--- src/sv/as5e_pkg.sv ---
// shared types, constants and helpers for the s5 sleep type extractor
package as5e_pkg;

    localparam int LENGTH_BITS_DEF = 32;
    localparam int INDEX_BITS      = 32;

    localparam logic [31:0] SIG_WORD    = 32'h4453_4454;
    localparam logic [31:0] NAME_WORD   = 32'h5F53_355F;
    localparam logic [7:0]  PKG_OP      = 8'h12;
    localparam logic [7:0]  BYTE_PREFIX = 8'h0A;
    localparam logic [7:0]  DEFAULT_TYPE_RST = 8'd7;

    typedef enum logic [1:0] {
        ST_PARSED = 2'd0,
        ST_BADSIG = 2'd1,
        ST_NONE   = 2'd2,
        ST_SHORT  = 2'd3
    } status_t;

    typedef enum logic [3:0] {
        PH_HEAD  = 4'd0,
        PH_SCAN  = 4'd1,
        PH_PKG1  = 4'd2,
        PH_PKG2  = 4'd3,
        PH_LEAD  = 4'd4,
        PH_SKIP  = 4'd5,
        PH_A     = 4'd6,
        PH_A_VAL = 4'd7,
        PH_B     = 4'd8,
        PH_B_VAL = 4'd9,
        PH_DONE  = 4'd10
    } phase_t;

    typedef struct packed {
        logic [15:0] control_word_b;
        logic [15:0] control_word_a;
        logic [7:0]  sleep_type_b;
        logic [7:0]  sleep_type_a;
        status_t     status;
    } as5e_result_t;

    localparam int RESULT_BITS = $bits(as5e_result_t);
    localparam int TDATA_BITS  = ((RESULT_BITS + 7) / 8) * 8;

    function automatic logic [15:0] control_word(input logic [7:0] t);
        logic [15:0] w;
        w     = {t[5:0], 10'd0};
        w[13] = 1'b1;
        return w;
    endfunction

endpackage

--- src/sv/as5e_parser.sv ---
// byte-wise table parser: header check, name scan, package walk, result forming
module as5e_parser import as5e_pkg::*; #(
    parameter int LENGTH_BITS = LENGTH_BITS_DEF
) (
    input  logic               aclk,
    input  logic               aresetn,
    input  logic               accept,
    input  logic [7:0]         data_byte,
    input  logic               last_byte,
    input  logic [7:0]         default_type,
    output logic               res_valid,
    output as5e_result_t       res
);

    logic [23:0]            recent_reg, recent_next;
    logic [INDEX_BITS-1:0]  idx_reg, idx_next, step_idx;
    logic [LENGTH_BITS-1:0] len_reg, len_next, step_len;
    phase_t                 phase_reg, phase_next, step_phase;
    logic [2:0]             skip_reg, skip_next, step_skip, skip_dec;
    logic [7:0]             type_a_reg, type_a_next, step_a;
    logic [7:0]             type_b_reg, type_b_next, step_b;
    status_t                outcome_reg, outcome_next, step_outcome;

    logic [31:0]            window;
    logic [31:0]            len_wide;
    logic                   name_hit;
    status_t                st;
    logic [7:0]             ta, tb;

    assign window   = {recent_reg, data_byte};
    assign len_wide = 32'(len_reg) | (32'(data_byte) << {idx_reg[1:0], 3'b000});
    assign skip_dec = (skip_reg != 3'd0) ? skip_reg - 3'd1 : skip_reg;

    // name must start below length minus 8, i.e. idx + 5 < length
    assign name_hit = (window == NAME_WORD) && (idx_reg >= INDEX_BITS'(3)) &&
                      (({1'b0, idx_reg} + 33'd5) < 33'(step_len));

    always_comb begin
        step_phase   = phase_reg;
        step_len     = len_reg;
        step_skip    = skip_reg;
        step_a       = type_a_reg;
        step_b       = type_b_reg;
        step_outcome = outcome_reg;
        case (phase_reg)
            PH_HEAD: begin
                if (idx_reg < INDEX_BITS'(4)) begin
                    if (idx_reg == INDEX_BITS'(3) && window != SIG_WORD) begin
                        step_outcome = ST_BADSIG;
                        step_phase   = PH_DONE;
                    end
                end else begin
                    step_len = len_wide[LENGTH_BITS-1:0];
                    if (idx_reg >= INDEX_BITS'(7)) begin
                        step_phase = name_hit ? PH_PKG1 : PH_SCAN;
                    end
                end
            end
            PH_SCAN: begin
                if (name_hit) begin
                    step_phase = PH_PKG1;
                end
            end
            PH_PKG1: begin
                step_phase = (data_byte == PKG_OP) ? PH_LEAD : PH_PKG2;
            end
            PH_PKG2: begin
                step_phase = (data_byte == PKG_OP) ? PH_LEAD : PH_SCAN;
            end
            PH_LEAD: begin
                step_skip  = {1'b0, data_byte[7:6]} + 3'd1;
                step_phase = PH_SKIP;
            end
            PH_SKIP: begin
                step_skip = skip_dec;
                if (skip_dec == 3'd0) begin
                    step_phase = PH_A;
                end
            end
            PH_A: begin
                if (data_byte == BYTE_PREFIX) begin
                    step_phase = PH_A_VAL;
                end else begin
                    step_a     = data_byte;
                    step_phase = PH_B;
                end
            end
            PH_A_VAL: begin
                step_a     = data_byte;
                step_phase = PH_B;
            end
            PH_B: begin
                if (data_byte == BYTE_PREFIX) begin
                    step_phase = PH_B_VAL;
                end else begin
                    step_b       = data_byte;
                    step_outcome = ST_PARSED;
                    step_phase   = PH_DONE;
                end
            end
            PH_B_VAL: begin
                step_b       = data_byte;
                step_outcome = ST_PARSED;
                step_phase   = PH_DONE;
            end
            default: begin
            end
        endcase
        step_idx = (idx_reg != '1) ? idx_reg + INDEX_BITS'(1) : idx_reg;
    end

    always_comb begin
        if (step_phase == PH_DONE) begin
            st = step_outcome;
        end else if (step_phase == PH_HEAD) begin
            st = (idx_reg < INDEX_BITS'(3)) ? ST_BADSIG : ST_NONE;
        end else if (step_phase == PH_SCAN) begin
            st = ST_NONE;
        end else begin
            st = ST_SHORT;
        end
        ta = (st == ST_PARSED) ? step_a : default_type;
        tb = (st == ST_PARSED) ? step_b : default_type;
    end

    assign res_valid          = accept && last_byte;
    assign res.status         = st;
    assign res.sleep_type_a   = ta;
    assign res.sleep_type_b   = tb;
    assign res.control_word_a = control_word(ta);
    assign res.control_word_b = control_word(tb);

    always_comb begin
        recent_next  = recent_reg;
        idx_next     = idx_reg;
        len_next     = len_reg;
        phase_next   = phase_reg;
        skip_next    = skip_reg;
        type_a_next  = type_a_reg;
        type_b_next  = type_b_reg;
        outcome_next = outcome_reg;
        if (accept && last_byte) begin
            recent_next  = '0;
            idx_next     = '0;
            len_next     = '0;
            phase_next   = PH_HEAD;
            skip_next    = '0;
            type_a_next  = '0;
            type_b_next  = '0;
            outcome_next = ST_NONE;
        end else if (accept) begin
            recent_next  = window[23:0];
            idx_next     = step_idx;
            len_next     = step_len;
            phase_next   = step_phase;
            skip_next    = step_skip;
            type_a_next  = step_a;
            type_b_next  = step_b;
            outcome_next = step_outcome;
        end
    end

    always_ff @(posedge aclk) begin
        if (!aresetn) begin
            recent_reg  <= '0;
            idx_reg     <= '0;
            len_reg     <= '0;
            phase_reg   <= PH_HEAD;
            skip_reg    <= '0;
            type_a_reg  <= '0;
            type_b_reg  <= '0;
            outcome_reg <= ST_NONE;
        end else begin
            recent_reg  <= recent_next;
            idx_reg     <= idx_next;
            len_reg     <= len_next;
            phase_reg   <= phase_next;
            skip_reg    <= skip_next;
            type_a_reg  <= type_a_next;
            type_b_reg  <= type_b_next;
            outcome_reg <= outcome_next;
        end
    end

    a_clear_after_last: assert property (@(posedge aclk) disable iff (!aresetn)
        accept && last_byte |=> phase_reg == PH_HEAD && idx_reg == '0)
        else $error("parse state not cleared after last word");

    a_skip_nonzero: assert property (@(posedge aclk) disable iff (!aresetn)
        phase_reg == PH_SKIP |-> skip_reg != 3'd0)
        else $error("skip count empty in skip phase");

    a_scan_after_header: assert property (@(posedge aclk) disable iff (!aresetn)
        phase_reg == PH_SCAN |-> idx_reg >= INDEX_BITS'(8))
        else $error("name scan entered before header complete");

endmodule

--- src/sv/as5e_out_buf.sv ---
// two-entry output register with skid stage for result words
module as5e_out_buf import as5e_pkg::*; (
    input  logic         aclk,
    input  logic         aresetn,
    input  logic         in_valid,
    input  as5e_result_t in_data,
    output logic         in_ready,
    output logic         out_valid,
    output as5e_result_t out_data,
    input  logic         out_ready
);

    logic         out_valid_reg, out_valid_next;
    as5e_result_t out_data_reg, out_data_next;
    logic         skid_valid_reg, skid_valid_next;
    as5e_result_t skid_data_reg, skid_data_next;

    assign in_ready  = !skid_valid_reg;
    assign out_valid = out_valid_reg;
    assign out_data  = out_data_reg;

    always_comb begin
        out_valid_next  = out_valid_reg;
        out_data_next   = out_data_reg;
        skid_valid_next = skid_valid_reg;
        skid_data_next  = skid_data_reg;
        if (!out_valid_reg || out_ready) begin
            if (skid_valid_reg) begin
                out_valid_next  = 1'b1;
                out_data_next   = skid_data_reg;
                skid_valid_next = 1'b0;
            end else begin
                out_valid_next = in_valid;
                out_data_next  = in_data;
            end
        end else if (in_valid && !skid_valid_reg) begin
            skid_valid_next = 1'b1;
            skid_data_next  = in_data;
        end
    end

    always_ff @(posedge aclk) begin
        if (!aresetn) begin
            out_valid_reg  <= 1'b0;
            skid_valid_reg <= 1'b0;
        end else begin
            out_valid_reg  <= out_valid_next;
            skid_valid_reg <= skid_valid_next;
        end
        out_data_reg  <= out_data_next;
        skid_data_reg <= skid_data_next;
    end

    a_skid_implies_out: assert property (@(posedge aclk) disable iff (!aresetn)
        skid_valid_reg |-> out_valid_reg)
        else $error("skid word held with empty output register");

    a_skid_drains_first: assert property (@(posedge aclk) disable iff (!aresetn)
        skid_valid_reg && out_ready |=> out_valid_reg && out_data_reg == $past(skid_data_reg))
        else $error("skid word not moved to output register");

    a_no_overflow: assert property (@(posedge aclk) disable iff (!aresetn)
        skid_valid_reg |-> !in_valid || !in_ready)
        else $error("word accepted while skid stage full");

endmodule

--- src/sv/acpi_s5_sleep_type_extractor.sv ---
// top level: s5 sleep type extractor for a streamed system description table
// output: the last byte's result word is registered, to the skid stage if output stalls
// throughput: one table byte per cycle; s_tready drops only while the skid stage is full
// a result word costs no extra cycle, the parser state clears on the last byte
// reset: synchronous active-low aresetn clears parser state and output valids,
// default_sleep_type returns to 7
module acpi_s5_sleep_type_extractor import as5e_pkg::*; #(
    parameter int LENGTH_BITS = LENGTH_BITS_DEF
) (
    input  logic                  aclk,
    input  logic                  aresetn,
    input  logic                  cfg_we,
    input  logic [7:0]            cfg_wdata,
    input  logic                  s_tvalid,
    output logic                  s_tready,
    input  logic [7:0]            s_tdata,    // data_byte
    input  logic                  s_tlast,    // last_byte
    output logic                  m_tvalid,
    input  logic                  m_tready,
    // status, sleep_type_a, sleep_type_b, control_word_a, control_word_b
    output logic [TDATA_BITS-1:0] m_tdata
);

    logic [7:0]   dflt_reg, dflt_next;
    logic         accept;
    logic         res_valid;
    as5e_result_t res;
    as5e_result_t out_word;

    assign dflt_next = cfg_we ? cfg_wdata : dflt_reg;
    assign accept    = s_tvalid && s_tready;

    always_ff @(posedge aclk) begin
        if (!aresetn) begin
            dflt_reg <= DEFAULT_TYPE_RST;
        end else begin
            dflt_reg <= dflt_next;
        end
    end

    as5e_parser #(
        .LENGTH_BITS (LENGTH_BITS)
    ) u_parser (
        .aclk         (aclk),
        .aresetn      (aresetn),
        .accept       (accept),
        .data_byte    (s_tdata),
        .last_byte    (s_tlast),
        .default_type (dflt_reg),
        .res_valid    (res_valid),
        .res          (res)
    );

    as5e_out_buf u_out_buf (
        .aclk      (aclk),
        .aresetn   (aresetn),
        .in_valid  (res_valid),
        .in_data   (res),
        .in_ready  (s_tready),
        .out_valid (m_tvalid),
        .out_data  (out_word),
        .out_ready (m_tready)
    );

    assign m_tdata = {{(TDATA_BITS - RESULT_BITS){1'b0}}, out_word};

endmodule

--- config.mk ---
export PLATFORM = sky130hd
export DESIGN_NAME = acpi_s5_sleep_type_extractor
export DESIGN_NICKNAME = d
export VERILOG_FILES = /design/src/sv/as5e_pkg.sv /design/src/sv/as5e_parser.sv /design/src/sv/as5e_out_buf.sv /design/src/sv/acpi_s5_sleep_type_extractor.sv
export SDC_FILE = /design/constraint.sdc
export NUM_CORES = 1
export LEC_CHECK = 0
export ABC_AREA = 1
export CAP_MARGIN = 15
export CORE_UTILIZATION = 63
export DETAILED_ROUTE_END_ITERATION = 10
export DONT_BUFFER_PORTS = 1
export PLACE_DENSITY = 0.87
export SYNTH_ARGS = -nofsm -noshare
export SYNTH_HDL_FRONTEND = slang
export SYNTH_HIERARCHICAL = 1
export SYNTH_SLANG_ARGS = --single-unit
--- constraint.sdc ---
create_clock -name aclk -period 13.6 [get_ports aclk]
set_input_delay 2.72 -clock aclk [delete_from_list [all_inputs] [get_ports aclk]]
set_output_delay 2.72 -clock aclk [all_outputs]
set_load 0.02 [all_outputs]
==> reports/qor.yml, run 1 <==
clocking:
  clkLatencyLatePin_ns: 0.53
  clockBufferDepth: 3
  cts_buffers: 24
  root_buffer: "clkbuf_16"
  hold_buffers: 0
  clock_sinks: 223
  cts_tree: "done"
  cts_max_level: 1
  clkTransAtPathRegs_ns: 0.06
  post_cts.repair.setup_buffers: 0
  ctsResizeCount: 0
floorplanning:
  die-width_um: 138
  initial_core_util_pct: 64.5
  die_h_um: 138
  ioPinCount: 80
  core_um2: 18100
  row_count: 49
  die-area_um2: 19100
global_routing:
  antenna_found_initial: 0
  grt_usage_pct: 28.5
  grt_pass1_wl_mm: 44.1
  grt.overflow.total: 0
  grt_pass1_vias: 8917
  grt_max_degree: 60
synth:
  yosys.area.top_type: "edfxtp_1"
  syn-cell-area_um2: 11700
  synth_top_area_share_pct: 25.7
  synth_compound_area_share_pct: 10.6
  yosysWarningCount: 6
  yosys.cell_count.top_type: "nand2_1"
  postSynthCellCount: 1442
  netlist_top_cells_area: "edfxtp_1 (26%), dfxtp_1 (21%), nand2_1 (12%)"
  synth-xor-area-share_pct: 2.40
  synth_edf_count: 100
  synth.ff_latch_count: 223
  yosysSeqAreaShare_pct: 46.8
  yosys.area_share.simple_pct: 25.9
  synthFlopType: "dfxtp_1"
  synth_fa_ha_area_share_pct: 4.08
  synth_cell_types: 47
  synthTopCellsByCount: "nand2_1 (359), nor2_1 (145), inv_1 (133)"
  synthArstFlopShare_pct: 0
  syn_area_per_cell_um2: 8.09
  synth_top_family_by_area: "simple AND/OR/NAND/NOR gates"
  synth.area.mux_share_pct: 0
worst_setup_path:
  start_kind: "primary input"
  crit_arrival_ns: 5.62
  path_max_fanout: 8
  r2r_start: "u_parser/idx_reg[1]$_SDFFE_PP0P_"
  r2r_cells: 25
  crit_type: "in2reg"
  rrSetupSlack_ns: 8.40
  r2r-end: "u_out_buf/out_data[28]$_DFFE_PP_"
  cp_data_required_time_ns: 13.88
  cp-end-kind: "flip-flop"
run:
  maxCapViolCount: 0
pwr:
  p_sw_share_pct: 25.3
  pwr-share-clk_pct: 41.0
  static-leakage-power_uw: 0.00503
  peakVddDrop_v: 0.0000872
  p_int_uw: 1100
  seqPwrFrac_pct: 51.5
  p_switching_uw: 373
  powerDensity_nw_per_um2: 120
  p_comb_share_pct: 7.5
  fin_total_pwr_uw: 1470
timing:
  period_needed_ns: 5.34
  worst_pin_slew_ns: 0.964
  fin_skew_ns: 0.0296
  fmax_ghz: 0.187
  post-route-period-util_pct: 39.3
  report.final.slew_viol_count: 0
  finalHoldViolCount: 0
  setup_violations: 0
  rsz0062_at_grt: "no"
  setup-tns-final_ns: 0
  relSlewSlack_pct: 35.5
  hold_slack_ns: 0.461
final_layout:
  syn_to_final_growth_pct: 5.30
  diodes: 0
  seqCellArea_um2: 5470
  multi_input_area_um2: 5130
  drive_gt1_share_pct: 9.62
  final_nets: 1476
  fillCellCount: 1428
drt:
  drt_iter0_markers: 995
  vias_per_cell: 5.66
  routed_wl_mm: 27.1
  wl_per_cell_um: 16.3
  vias: 9408
  antenna_left: 0
  drc: 16
  first_pass_iters: 9
hold_path:
  hold_end: "u_parser/len_reg[4]$_SDFFE_PP0P_"
  hold_depth: 2
  hp-start: "u_parser/len_reg[4]$_SDFFE_PP0P_"
  hold_path_class: "reg2reg"
placement:
  place_hpwl_mm: 18.4
  gp_congestion: 0.975
  place.port_buffers: 0
run_status:
  status: "complete, but fails checks"
  violations: "DRC"
cells by family (layout without fill, tap and decap cells):
kind of cell | count (synthesis) | count (layout)
flops | 223 | 223
xor+xnor | 32 | 32
other cells | 3 | 28
simple gates | 672 | 672
compound gates | 229 | 229
fa+ha+maj | 38 | 38
buf+inv | 245 | 212
placed cells by master, fill, tap and decap left out, drive strengths merged, types with 13 or more instances in the layout:
cell type,Yosys,final
nand2,401,401
clkbuf,27,33
xor2,32,32
nor4,16,16
edfxtp,100,100
conb,3,28
ha,38,38
o21ai,82,82
dfxtp,123,123
nor2,157,157
nor3,32,32
a211oi,13,13
clkinv,2,13
nand3,29,29
a21oi,109,109
nand4,33,33
inv,159,158
how the worst max path moves through the flow:
stage                                     startpoint                                   end  cells after the start
floorplan                                   m_tready  u_out_buf/skid_data_reg[0]$_DFFE_PP_                      3
global placement                          s_tdata[3]      u_out_buf/out_data[32]$_DFFE_PP_                     22
detailed placement                        s_tdata[0]      u_out_buf/out_data[45]$_DFFE_PP_                     22
CTS                                       s_tdata[0]      u_out_buf/out_data[28]$_DFFE_PP_                     22
global route        u_parser/idx_reg[1]$_SDFFE_PP0P_      u_out_buf/out_data[12]$_DFFE_PP_                     27
finish                                    s_tdata[0]      u_out_buf/out_data[28]$_DFFE_PP_                     22
worst max-delay path, stage by stage:
cell and delay (ns):
inv_1 0.08, nor4_1 0.38, nand2_1 0.14, nand2_1 0.08, inv_1 0.05, ha_1 0.32, nand4_1 0.12, inv_1 0.05
nand2_1 0.06, o211ai_1 0.08, a21oi_1 0.17, nand2_1 0.07, nand2_1 0.10, nand3_1 0.12, nand2_2 0.10, nand4_4 0.17
nor2_4 0.15, nand4_4 0.22, nand2_2 0.14, nand2_1 0.13, nand2_1 0.11, nand2_1 0.06
metrics by stage:
step / instances / util [%] / area (um2) / setup WS [ns]
finish: 1663 / 67.9 / 12300 / 8.26
global route: 1663 / 67.9 / 12300 / 7.85
CTS: 1663 / 67.9 / 12300 / 8.33
detailed placement: 1619 / 63.9 / 11600 / 7.82
global placement: 1619 / 63.9 / 11600 / 7.86
floorplan: 1467 / - / 11800 / 7.00
routing by layer:
layer / global-route usage (%) / vias up / part of all wire (%) / wire length (um)
met5: 0 / - / 0 / 0
met4: 10.8 / 0 / 3.3 / 880
li1: - / 4641 / - / -
met1: 37.0 / 4345 / 42 / 11300
met3: 4.05 / 69 / 6.8 / 1840
met2: 48.5 / 353 / 48 / 13000
power by group through the flow:
stage	Combinational [uW]	Clock, uW	Sequential (uW)
global route	124	640	760
finish	111	604	758
detailed placement	107	0	773
CTS	109	612	758
global placement	104	0	772
floorplan	95.1	0	766
area by class of cell:
type / instances / share of cell area [%]
Timing Repair Buffer: 7 / 0.428
Clock buffer: 33 / 5.41
Multi-Input combinational cell: 999 / 41.8
Tap cell: 229 / 2.33
Inverter: 161 / 4.98
Sequential cell: 223 / 44.5
Clock inverter: 11 / 0.570
Power figures use the tool's default switching activity.
==> run 2, diff against run 1 <==
clock period = 5.3 ns   (was 13.6 ns; I/O delays follow)
==> reports/qor.yml, run 2 (same netlist as run 1, synthesis figures left out) <==
floorplanning:
  die-area_um2: 19100  # unchanged
  core_um2: 18100  # unchanged
  ioPinCount: 80  # unchanged
  row_count: 49  # unchanged
  initial_core_util_pct: 64.5  # unchanged
  die_h_um: 138  # unchanged
  die-width_um: 138  # unchanged
final_layout:
  diodes: 0  # unchanged
  final_cells: 1668  # +0.30%
  layout_common_cells: "nand2_1 (357), nor2_1 (144), inv_1 (132), dfxtp_1 (122), a21oi_1 (108)"
  final_nets: 1481  # +0.34%
  final_common_cell: "nand2_1"
  drive_gt1_share_pct: 9.80  # +0.18 points
  final_area_um2: 12400  # +0.60%
  syn_to_final_growth_pct: 5.93
clocking:
  clockBufferDepth: 3  # unchanged
  cts_buffers: 24  # unchanged
  hold_buffers: 0  # unchanged
  clkLatencyLatePin_ns: 0.51  # -0.02 ns
  clock_sinks: 223  # unchanged
  clkTransAtPathRegs_ns: 0.06  # about the same
  cts_tree: "done"
  ctsResizeCount: 0  # unchanged
  cts_max_level: 1  # unchanged
  root_buffer: "clkbuf_16"
  post_cts.repair.setup_buffers: 0  # unchanged
placement:
  dp.cells: 1624  # +0.31%
  gp_congestion: 0.961  # -1.4%
  place_hpwl_mm: 18.9  # +2.3%
  post_dp_cell_area_um2: 11600  # +0.32%
  place.port_buffers: 0  # unchanged
timing:
  report.final.slew_viol_count: 0  # unchanged
  period_needed_ns: 4.79
  relSlewSlack_pct: 27.5  # -8.0 points
  rsz0062_at_grt: "no"
  fin_skew_ns: 0.00714  # -0.0225 ns
  fmax_ghz: 0.209
  finalHoldViolCount: 0  # unchanged
  setup-tns-final_ns: 0  # unchanged
  post-route-period-util_pct: 90.4
  setup_violations: 0  # unchanged
  worst_pin_slew_ns: 1.08  # +0.121 ns
worst_setup_path:
  cp_data_required_time_ns: 5.56  # -8.32 ns
  path_max_fanout: 8  # unchanged
  cpPeakStageDelay_ns: 0.54  # +0.16 ns
  path_common_cell: "nand2_1"
  crit_type: "reg2reg"
  start_kind: "flip-flop"
  cp-end-kind: "flip-flop"
  crit_arrival_ns: 5.05  # -0.57 ns
  slowest_stage: "nor4_1"
drt:
  first_pass_iters: 9  # unchanged
  vias: 9527  # +1.3%
  drt_iter0_markers: 968  # -2.7%
  routed_wl_mm: 27.2  # +0.41%
  wl_per_cell_um: 16.3  # +0.11%
  vias_per_cell: 5.71  # +0.96%
  antenna_left: 0  # unchanged
  drc: 16  # unchanged
run:
  maxCapViolCount: 0  # unchanged
pwr:
  peakVddDrop_v: 0.000220  # +150%
  powerDensity_nw_per_um2: 311  # +160%
  static-leakage-power_uw: 0.00507  # +0.75%
global_routing:
  grt_usage_pct: 28.7  # +0.22 points
  grt_pass1_wl_mm: 44.6  # +1.1%
  grt_pass1_vias: 9064  # +1.6%
  antenna_found_initial: 0  # unchanged
  grt.overflow.total: 0  # unchanged
  grt_max_degree: 57  # -5.0%
hold_path:
  hold_path_class: "reg2reg"
run_status:
  status: "complete, but fails checks"
  violations: "DRC"
[run 2: cell types whose count changed in the layout (fill, tap and decap cells not counted), sizes merged]
cell	before	now
buf	7	12
clkbuf	33	29
bufinv	0	2
clkinvlp	1	2
inv	158	159
[run 2: final cells by class]
cell class              count  area, um2
clock buffers              29        629
clock inverters            15        141
fillers                  1406       5730
inverters                 161        612
multi-input cells         999       5130
flip-flops and latches    223       5470
well taps                 229        287
repair buffers             12       90.1
[run 2: report_power, final]
part           switching, uW  internal, uW
registers               77.9          1870
clock network            667           948
logic                    209          79.3
total                    954          2890
[run 2: metal layers]
layer,part of all wire [%],vias up,GRT usage [%]
met5,0,-,0
met4,4.0,0,13.5
met3,7.1,99,4.23
met2,49,409,48.8
met1,40,4382,36.2
li1,-,4637,-
[run 2: critical path: cells and delay by family, from the launching register on]
| kind | cells | cell delay (ns) |
|---|---|---|
| and+or+nand+nor | 23 | 3.38 |
| DFF | 1 | 0.43 |
| xor gates and xnor gates | 1 | 0.26 |
| adders and majority gates | 1 | 0.31 |
| buffers and inverters | 2 | 0.15 |
[run 2: per-stage QoR]
stage / hold slack, ns / total power (uW) / worst slack (ns) / util [%]
final: 0.461 / 3850 / 0.509 / 68.3
after global routing: 0.491 / 3970 / 0.209 / 68.3
after CTS: 0.465 / 3860 / 0.628 / 68.3
after detailed placement: 0.455 / 2260 / 0.719 / 64.1
after global placement: 0.450 / 2250 / 0.838 / 64.1
after floorplan: 0.434 / 2210 / 0.361 / -
[run 2: path summary, 6_finish.rpt]
check / endpoint / from / slack, ns / depth (start not counted)
max: u_out_buf/out_data[15]$_DFFE_PP_ / u_parser/idx_reg[0]$_SDFFE_PP0P_ / 0.51 / 27
min: u_parser/recent_reg[21]$_SDFFE_PP0P_ / u_parser/recent_reg[21]$_SDFFE_PP0P_ / 0.46 / 2
max reg2reg: u_out_buf/out_data[15]$_DFFE_PP_ / u_parser/idx_reg[0]$_SDFFE_PP0P_ / 0.51 / 27
min reg2reg: u_parser/recent_reg[21]$_SDFFE_PP0P_ / u_parser/recent_reg[21]$_SDFFE_PP0P_ / 0.46 / 2
